$ cat src/hdl/assert_macros.svh
// Assertion macros for the sorted timer event queue.
// Expects clk and rst in the scope of use; empty when SYNTH is defined.
`ifndef ASSERT_MACROS_SVH
`define ASSERT_MACROS_SVH
`ifndef SYNTH
`define ASSERT_IMPLY(label, a, b) \
  label: assert property (@(posedge clk) disable iff (rst) (a) |-> (b)) \
    else $error("assertion failed: same-cycle implication");
`define ASSERT_NEXT(label, a, b) \
  label: assert property (@(posedge clk) disable iff (rst) (a) |=> (b)) \
    else $error("assertion failed: next-cycle implication");
`else
`define ASSERT_IMPLY(label, a, b)
`define ASSERT_NEXT(label, a, b)
`endif
`endif

$ cat src/hdl/steq_pkg.sv
// Shared types and codes for the sorted timer event queue.
// No dependencies.
`default_nettype none

package steq_pkg;

  localparam int DEPTH_DEF    = 16;
  localparam int TAG_BITS_DEF = 32;

  localparam logic [31:0] NO_TIME = 32'hFFFF_FFFF;

  localparam logic [1:0] OP_SCHEDULE = 2'd0;
  localparam logic [1:0] OP_CANCEL   = 2'd1;
  localparam logic [1:0] OP_DISPATCH = 2'd2;

  localparam logic [1:0] KIND_ACK    = 2'd0;
  localparam logic [1:0] KIND_CANCEL = 2'd1;
  localparam logic [1:0] KIND_FIRED  = 2'd2;
  localparam logic [1:0] KIND_END    = 2'd3;

  localparam logic [1:0] ST_OK   = 2'd0;
  localparam logic [1:0] ST_NONE = 2'd1;
  localparam logic [1:0] ST_FULL = 2'd2;

  typedef struct packed {
    logic [1:0]  opcode;
    logic [31:0] when;
    logic [15:0] target_handle;
    logic [31:0] payload_tag;
  } req_t;

  typedef struct packed {
    logic [1:0]  reply_kind;
    logic [1:0]  status;
    logic [15:0] handle;
    logic [31:0] event_time;
    logic [31:0] event_tag;
    logic        last;
  } rsp_t;

  typedef enum logic [2:0] {
    S_IDLE,
    S_INS,
    S_PUT,
    S_SRCH,
    S_SHIFT,
    S_DCHK,
    S_RESP
  } state_t;

endpackage

`default_nettype wire

$ cat src/hdl/sorted_timer_event_queue_unit.sv
// Sorted timer event queue: schedule inserts an event in time order unless full, cancel
// removes one by handle (the head for handle 0), dispatch fires every due event in turn.
// Operations walk the entries through one slot memory port pair, one entry per cycle.
// One item at a time: input reopens once the last result enters the output register.
// Synchronous reset empties the queue and clears the handle counter.
// Depends on steq_pkg, steq_core, steq_store and assert_macros.svh.
`default_nettype none
`include "assert_macros.svh"

module sorted_timer_event_queue_unit #(
  parameter int DEPTH    = steq_pkg::DEPTH_DEF,
  parameter int TAG_BITS = steq_pkg::TAG_BITS_DEF
) (
  input  wire logic           clk,
  input  wire logic           rst,
  input  wire logic           req_valid,
  output logic                req_stall,
  input  wire steq_pkg::req_t req,
  output logic                rsp_valid,
  input  wire logic           rsp_stall,
  output steq_pkg::rsp_t      rsp
);

  localparam int IW = $clog2(DEPTH);
  localparam int EW = 48 + TAG_BITS;

  logic           res_valid, res_ready;
  steq_pkg::rsp_t res;
  logic           mem_we;
  logic [IW-1:0]  mem_waddr, mem_raddr;
  logic [EW-1:0]  mem_wdata, mem_rdata;

  steq_core #(
    .DEPTH    (DEPTH),
    .TAG_BITS (TAG_BITS)
  ) u_core (
    .clk       (clk),
    .rst       (rst),
    .req_valid (req_valid),
    .req_stall (req_stall),
    .req       (req),
    .res_valid (res_valid),
    .res_ready (res_ready),
    .res       (res),
    .mem_we    (mem_we),
    .mem_waddr (mem_waddr),
    .mem_wdata (mem_wdata),
    .mem_raddr (mem_raddr),
    .mem_rdata (mem_rdata)
  );

  steq_store #(
    .DEPTH (DEPTH),
    .W     (EW)
  ) u_store (
    .clk   (clk),
    .we    (mem_we),
    .waddr (mem_waddr),
    .wdata (mem_wdata),
    .raddr (mem_raddr),
    .rdata (mem_rdata)
  );

  assign res_ready = !rsp_valid || !rsp_stall;

  always_ff @(posedge clk) begin
    if (rst) begin
      rsp_valid <= 1'b0;
    end else if (res_ready) begin
      rsp_valid <= res_valid;
    end
  end

  always_ff @(posedge clk) begin
    if (res_valid && res_ready) begin
      rsp <= res;
    end
  end

  `ASSERT_IMPLY(a_only_fired_not_last, rsp_valid && !rsp.last, rsp.reply_kind == steq_pkg::KIND_FIRED)
  `ASSERT_IMPLY(a_full_only_on_ack, rsp_valid && rsp.status == steq_pkg::ST_FULL, rsp.reply_kind == steq_pkg::KIND_ACK && rsp.handle == 16'd0)
  `ASSERT_NEXT(a_busy_after_op, req_valid && !req_stall && (req.opcode == steq_pkg::OP_SCHEDULE || req.opcode == steq_pkg::OP_CANCEL || req.opcode == steq_pkg::OP_DISPATCH), req_stall)
  `ASSERT_IMPLY(a_idle_no_result, !req_stall, !res_valid)

endmodule

`default_nettype wire

$ cat src/hdl/steq_store.sv
// Slot memory of the event queue: one write port, one registered read port.
// No package dependencies.
`default_nettype none

module steq_store #(
  parameter int DEPTH = 16,
  parameter int W     = 80
) (
  input  wire logic                     clk,
  input  wire logic                     we,
  input  wire logic [$clog2(DEPTH)-1:0] waddr,
  input  wire logic [W-1:0]             wdata,
  input  wire logic [$clog2(DEPTH)-1:0] raddr,
  output logic      [W-1:0]             rdata
);

  logic [W-1:0] mem [DEPTH];

  always_ff @(posedge clk) begin
    if (we) begin
      mem[waddr] <= wdata;
    end
    rdata <= mem[raddr];
  end

endmodule

`default_nettype wire

$ cat src/hdl/steq_core.sv
// Sequencer of the event queue: walks the slot memory one entry per cycle
// with a shared time comparator. Depends on steq_pkg.
`default_nettype none

module steq_core #(
  parameter int DEPTH    = steq_pkg::DEPTH_DEF,
  parameter int TAG_BITS = steq_pkg::TAG_BITS_DEF,
  localparam int IW = $clog2(DEPTH),
  localparam int CW = $clog2(DEPTH + 1),
  localparam int EW = 48 + TAG_BITS
) (
  input  wire logic          clk,
  input  wire logic          rst,
  input  wire logic          req_valid,
  output logic               req_stall,
  input  wire steq_pkg::req_t req,
  output logic               res_valid,
  input  wire logic          res_ready,
  output steq_pkg::rsp_t     res,
  output logic               mem_we,
  output logic [IW-1:0]      mem_waddr,
  output logic [EW-1:0]      mem_wdata,
  output logic [IW-1:0]      mem_raddr,
  input  wire logic [EW-1:0] mem_rdata
);

  localparam int PW = IW + 1;

  typedef struct packed {
    logic [31:0]         tm;
    logic [15:0]         hd;
    logic [TAG_BITS-1:0] tg;
  } slot_t;

  steq_pkg::state_t state, state_next;
  logic [CW-1:0]       count, count_next;
  logic [15:0]         hc, hc_next;
  logic [IW-1:0]       idx, idx_next;
  logic [IW-1:0]       wpos, wpos_next;
  logic [31:0]         when_q, when_q_next;
  logic [15:0]         target_q, target_q_next;
  logic [TAG_BITS-1:0] tag_q, tag_q_next;
  steq_pkg::rsp_t      resp, resp_next;

  slot_t         rd;
  logic [PW-1:0] cnt_w, idx_w;
  logic          due, hit, at_end, next_is_end, full, empty;
  logic [15:0]   hc_inc, hc_new;
  logic [63:0]   tag_in_wide, tag_rd_wide;
  logic [31:0]   rd_tag32;

  assign rd          = slot_t'(mem_rdata);
  assign cnt_w       = PW'(count);
  assign idx_w       = PW'(idx);
  assign due         = rd.tm <= when_q;
  assign hit         = (target_q == 16'd0) || (rd.hd == target_q);
  assign at_end      = (idx_w + PW'(1)) == cnt_w;
  assign next_is_end = (idx_w + PW'(2)) == cnt_w;
  assign full        = cnt_w == PW'(DEPTH);
  assign empty       = count == '0;
  assign hc_inc      = hc + 16'd1;
  assign hc_new      = (hc_inc == 16'd0) ? 16'd1 : hc_inc;
  assign tag_in_wide = {32'd0, req.payload_tag};
  assign tag_rd_wide = 64'(rd.tg);
  assign rd_tag32    = tag_rd_wide[31:0];

  always_ff @(posedge clk) begin
    if (rst) begin
      state <= steq_pkg::S_IDLE;
      count <= '0;
      hc    <= '0;
    end else begin
      state <= state_next;
      count <= count_next;
      hc    <= hc_next;
    end
  end

  always_ff @(posedge clk) begin
    idx      <= idx_next;
    wpos     <= wpos_next;
    when_q   <= when_q_next;
    target_q <= target_q_next;
    tag_q    <= tag_q_next;
    resp     <= resp_next;
  end

  always_comb begin
    state_next    = state;
    count_next    = count;
    hc_next       = hc;
    idx_next      = idx;
    wpos_next     = wpos;
    when_q_next   = when_q;
    target_q_next = target_q;
    tag_q_next    = tag_q;
    resp_next     = resp;
    case (state)
      steq_pkg::S_IDLE: begin
        if (req_valid) begin
          when_q_next   = req.when;
          target_q_next = req.target_handle;
          tag_q_next    = tag_in_wide[TAG_BITS-1:0];
          case (req.opcode)
            steq_pkg::OP_SCHEDULE: begin
              if (full) begin
                resp_next  = '{steq_pkg::KIND_ACK, steq_pkg::ST_FULL, 16'd0, 32'd0,
                               32'd0, 1'b1};
                state_next = steq_pkg::S_RESP;
              end else begin
                hc_next = hc_new;
                if (empty) begin
                  wpos_next  = '0;
                  state_next = steq_pkg::S_PUT;
                end else begin
                  idx_next   = IW'(cnt_w - PW'(1));
                  state_next = steq_pkg::S_INS;
                end
              end
            end
            steq_pkg::OP_CANCEL: begin
              if (empty) begin
                resp_next  = '{steq_pkg::KIND_CANCEL, steq_pkg::ST_NONE, 16'd0,
                               steq_pkg::NO_TIME, 32'd0, 1'b1};
                state_next = steq_pkg::S_RESP;
              end else begin
                idx_next   = '0;
                state_next = steq_pkg::S_SRCH;
              end
            end
            steq_pkg::OP_DISPATCH: begin
              idx_next   = '0;
              state_next = steq_pkg::S_DCHK;
            end
            default: begin
              state_next = steq_pkg::S_IDLE;
            end
          endcase
        end
      end
      steq_pkg::S_INS: begin
        if (due) begin
          wpos_next  = IW'(idx_w + PW'(1));
          state_next = steq_pkg::S_PUT;
        end else if (idx == '0) begin
          wpos_next  = '0;
          state_next = steq_pkg::S_PUT;
        end else begin
          idx_next = idx - IW'(1);
        end
      end
      steq_pkg::S_PUT: begin
        count_next = count + CW'(1);
        resp_next  = '{steq_pkg::KIND_ACK, steq_pkg::ST_OK, hc, when_q, 32'd0, 1'b1};
        state_next = steq_pkg::S_RESP;
      end
      steq_pkg::S_SRCH: begin
        if (hit) begin
          resp_next = '{steq_pkg::KIND_CANCEL, steq_pkg::ST_OK, rd.hd, rd.tm,
                        rd_tag32, 1'b1};
          if (at_end) begin
            count_next = count - CW'(1);
            state_next = steq_pkg::S_RESP;
          end else begin
            state_next = steq_pkg::S_SHIFT;
          end
        end else if (at_end) begin
          resp_next  = '{steq_pkg::KIND_CANCEL, steq_pkg::ST_NONE, 16'd0,
                         steq_pkg::NO_TIME, 32'd0, 1'b1};
          state_next = steq_pkg::S_RESP;
        end else begin
          idx_next = idx + IW'(1);
        end
      end
      steq_pkg::S_SHIFT: begin
        if (next_is_end) begin
          count_next = count - CW'(1);
          state_next = steq_pkg::S_RESP;
        end else begin
          idx_next = idx + IW'(1);
        end
      end
      steq_pkg::S_DCHK: begin
        if (empty) begin
          resp_next  = '{steq_pkg::KIND_END, steq_pkg::ST_NONE, 16'd0,
                         steq_pkg::NO_TIME, 32'd0, 1'b1};
          state_next = steq_pkg::S_RESP;
        end else if (due) begin
          resp_next = '{steq_pkg::KIND_FIRED, steq_pkg::ST_OK, rd.hd, rd.tm,
                        rd_tag32, 1'b0};
          if (at_end) begin
            count_next = count - CW'(1);
            state_next = steq_pkg::S_RESP;
          end else begin
            state_next = steq_pkg::S_SHIFT;
          end
        end else begin
          resp_next  = '{steq_pkg::KIND_END, steq_pkg::ST_OK, 16'd0, rd.tm, 32'd0, 1'b1};
          state_next = steq_pkg::S_RESP;
        end
      end
      steq_pkg::S_RESP: begin
        if (res_ready) begin
          if (resp.last) begin
            state_next = steq_pkg::S_IDLE;
          end else begin
            idx_next   = '0;
            state_next = steq_pkg::S_DCHK;
          end
        end
      end
      default: begin
        state_next = steq_pkg::S_IDLE;
      end
    endcase
  end

  always_comb begin
    req_stall = state != steq_pkg::S_IDLE;
    res_valid = state == steq_pkg::S_RESP;
    res       = resp;
    mem_we    = 1'b0;
    mem_waddr = idx;
    mem_wdata = mem_rdata;
    mem_raddr = '0;
    case (state)
      steq_pkg::S_IDLE: begin
        if (req.opcode == steq_pkg::OP_SCHEDULE) begin
          mem_raddr = IW'(cnt_w - PW'(1));
        end
      end
      steq_pkg::S_INS: begin
        if (!due) begin
          mem_we    = 1'b1;
          mem_waddr = IW'(idx_w + PW'(1));
          if (idx != '0) begin
            mem_raddr = idx - IW'(1);
          end
        end
      end
      steq_pkg::S_PUT: begin
        mem_we    = 1'b1;
        mem_waddr = wpos;
        mem_wdata = {when_q, hc, tag_q};
      end
      steq_pkg::S_SRCH: begin
        mem_raddr = IW'(idx_w + PW'(1));
      end
      steq_pkg::S_SHIFT: begin
        mem_we    = 1'b1;
        mem_raddr = IW'(idx_w + PW'(2));
      end
      steq_pkg::S_DCHK: begin
        mem_raddr = IW'(idx_w + PW'(1));
      end
      default: begin
        mem_raddr = '0;
      end
    endcase
  end

endmodule

`default_nettype wire

$ cat config.mk
export PLATFORM = sky130hd
export DESIGN_NAME = sorted_timer_event_queue_unit
export DESIGN_NICKNAME = d
export VERILOG_FILES = /design/src/hdl/steq_pkg.sv /design/src/hdl/sorted_timer_event_queue_unit.sv /design/src/hdl/steq_store.sv /design/src/hdl/steq_core.sv
export VERILOG_INCLUDE_DIRS = /design/src /design/src/hdl
export SDC_FILE = /design/constraint.sdc
export NUM_CORES = 2
export LEC_CHECK = 0
export ABC_AREA = 1
export BUFFER_PORTS_ARGS = -buffer_cell sky130_fd_sc_hd__buf_2
export CAP_MARGIN = 20
export CORE_MARGIN = 2
export CORE_UTILIZATION = 55
export CTS_BUF_LIST = sky130_fd_sc_hd__clkbuf_4 sky130_fd_sc_hd__clkbuf_8
export DETAILED_ROUTE_END_ITERATION = 10
export GPL_ROUTABILITY_DRIVEN = 0
export PLACE_DENSITY_LB_ADDON = 0.1
export SETUP_SLACK_MARGIN = 0.02
export SLEW_MARGIN = 15
export SYNTH_ARGS = -nofsm -noshare
export SYNTH_HDL_FRONTEND = slang
export SYNTH_SLANG_ARGS = --single-unit
$ cat constraint.sdc
create_clock -name clk -period 15.5 [get_ports clk]
set_clock_uncertainty 0.1 [all_clocks]
set_input_delay 3.1 -clock clk [delete_from_list [all_inputs] [get_ports clk]]
set_output_delay 3.1 -clock clk [all_outputs]
set_load 0.01 [all_outputs]
==> impl_metrics.yaml <==
power_and_ir_drop:
  leakage_nw: 32.0
  vdd_drop_max_v: 0.000200
  total_power_w: 0.0175
  powerDensity_nw_per_um2: 225
die:
  chipHeight_um: 361
  core_um2: 126000
  std_cell_rows: 130
  boundaryPins: 173
  die_w_um: 361
  dieArea_um2: 130000
  initial_utilization_pct: 55.6
outcome:
  failed_checks: "max-slew violations"
  outcome: "finished, violations left"
synthesis:
  synth_cell_types: 48
  synth_edf_count: 1538
  yosys_most_used_dff: "edfxtp_1"
  syn_inst: 6347
  syn_area_um2: 70000
  yosys.area.top_type_share_pct: 66.0
  yosys.area.top_type: "edfxtp_1"
  synth_area_per_cell_um2: 11.0
  yosysWarningCount: 0
  synth_seq_cells: 1643
  async_flop_share_pct: 0
  synth_area_leaders: "edfxtp_1 (66%), nand3_1 (10%), nand2_1 (6.8%), inv_1 (5.2%), dfxtp_1 (3.0%)"
  synth_fp_nets: 6479
  synth-seq-area-share_pct: 69.0
timing:
  finalCritPeriodShare_pct: 48.9
  fin_ws_ns: 7.92
  slew_headroom_pct: -20.6
  setup_violations: 0
  max_freq_ghz: 0.132
  hold-worst-slack_ns: 0.298
  worstMarginPinSlew_ns: 1.81
  fin_tns_setup_ns: 0
  hold_violations: 0
  rsz0062_at_grt: "false"
  min_period_ns: 7.58
  drv_slew: 133
clock_tree:
  hold_buffers: 0
  clock_latency_ns: 1.02
  cts_tree: "built"
  path_clk_slew_ns: 0.06
  ctsResizeCount: 0
  cts_setup_buffers: 0
  cts_max_level: 5
  cts_made_buffers: 288
  cts.sinks: 1643
  clk_path_buf_depth: 4
  root_buffer: "clkbuf_8"
place:
  portBuffers: 172
  dpl.cell_count: 7934
  dp_worst_setup_slack_ns: 7.01
  dp_hpwl_um: 87800
routing:
  first_iter_violations: 5102
  drt_first_pass_iters: 6
  dr_total_vias: 47000
  antenna_left: 0
  wl_um: 181000
  via_per_inst: 5.57
  wl_per_cell_um: 21.4
  drc: 0
layout:
  nFillCells: 10000
  areaGrowthSynthToFinish_pct: 11.5
  drive_above_1_share_pct: 12.1
  stdcell_count: 8444
  most-common-layout-cells: "edfxtp_1 (1538), nand3_1 (1461), nand2_1 (1261)"
  final_common_cell: "edfxtp_1"
  nets: 6714
critical_path:
  path_cells: "buf_2 -> inv_1 -> ha_1 -> inv_1 -> nor2_2 -> inv_2 -> o22ai_2 -> nor2_1 -> nand2_8 -> buf_4 -> buf_4 -> buf_4 -> buf_4 -> nand3_1 -> nand3_1 -> nand3_1 -> nand3_1 -> nand2_1"
  cp-end-kind: "register"
  arrival_ns: 8.31
  crit_fanout: 85
  cp.required_ns: 16.23
  cp_top_family: "buffers and inverters"
  cp_num_buf_inv: 8
  path_class: "in -> reg"
  slowest_stage: "buf_4"
  startpoint_type: "input port"
  critPathMaxStageDelay_ns: 0.83
grt:
  antenna_found_initial: 2
  track_usage_pct: 27.7
  grt_pass1_vias: 45700
  grt_pass1_wl_um: 274000
  grt.overflow.total: 0
  grt_start_max_net_pins: 204
run:
  drv_cap: 0
worst_hold_path:
  min-delay-path-class: "reg -> reg"
state kept, by name, indices dropped and copies added, names as in the netlist, 5 cells and up:
register,count
u_core.res,85
u_store.mem,1280
u_core.target_q,16
u_core.cnt_w,5
rsp,85
u_core.tag_q,32
u_core.hc,16
u_store.rdata,80
u_core.when_q,32
area by class of cell:
cell class | count | area, um2 | share of cell area [%]
antenna | 1 | 2.50 | 0.00321
timing repair buffer | 313 | 2010 | 2.58
clock buffer | 423 | 5110 | 6.55
clock inverter | 78 | 435 | 0.558
multi-input combinational | 3351 | 16400 | 21.0
tap | 1650 | 2060 | 2.65
sequential | 1643 | 48300 | 61.9
inverter | 985 | 3720 | 4.77
metrics by stage:
stage,utilization [%],area (um2)
after CTS,61.9,78000
after global routing,62.0,78000
after detailed placement,57.5,72400
after global placement,57.5,72400
final,62.0,78000
after floorplan,-,70000
path summary, 6_finish.rpt:
path                          start                 to  slack [ns]  depth (start not counted)
setup reg to reg  u_store.rdata[77]  u_store.rdata[74]        8.69                         18
setup / recovery            req[80]  u_store.rdata[74]        7.92                         18
hold / removal       u_core.res[60]            rsp[60]        0.30                          0
hold reg to reg      u_core.res[60]            rsp[60]        0.30                          0
cell usage after synthesis (3+ instances only):
| cell | instances |
|---|---|
| buf_2 | 263 |
| a211oi_1 | 3 |
| xor2_1 | 22 |
| inv_1 | 977 |
| buf_4 | 12 |
| nor2_1 | 115 |
| nand2_1 | 1262 |
| o21ai_0 | 115 |
| o21a_1 | 4 |
| o2111ai_1 | 3 |
| inv_2 | 7 |
| nor4_1 | 7 |
| clkbuf_1 | 73 |
| nand3b_1 | 156 |
| o211ai_1 | 33 |
| nor2_4 | 4 |
| ha_1 | 46 |
| dfxtp_1 | 105 |
| o22ai_1 | 3 |
| nand3_1 | 1461 |
| nand4_1 | 13 |
| nor2_2 | 3 |
| buf_6 | 7 |
| a221oi_1 | 3 |
| or2_2 | 3 |
| edfxtp_1 | 1538 |
| nor3_1 | 12 |
| a21oi_1 | 42 |
| buf_1 | 13 |
| xnor2_1 | 16 |
| nand2_2 | 5 |
kinds of logic after synthesis:
kind of cell	Yosys count	synth area share, %
xor+xnor	38	0.476
buf+inv	1353	7.87
flops	1643	69.0
mux	1	0.0161
simple gates	3045	20.0
fa+ha+maj	46	0.823
compound gates	221	1.83
routing by layer:
metal / GRT usage, % / vias up / share of wire (%)
met1: 38.8 / 22700 / 43
met4: 8.55 / 0 / 2.5
met5: 0 / - / 0
li1: - / 22000 / -
met3: 5.29 / 357 / 8.4
met2: 44.0 / 2045 / 46
report_power, final:
| group | switching (W) | total, W | internal, W |
|---|---|---|---|
| sequential | 0.000251 | 0.00680 | 0.00655 |
| combinational | 0.00518 | 0.00685 | 0.00167 |
| clock | 0.00172 | 0.00387 | 0.00216 |
| total | 0.00715 | 0.0175 | 0.0104 |
No activity file was read; power rests on OpenSTA's default activity.
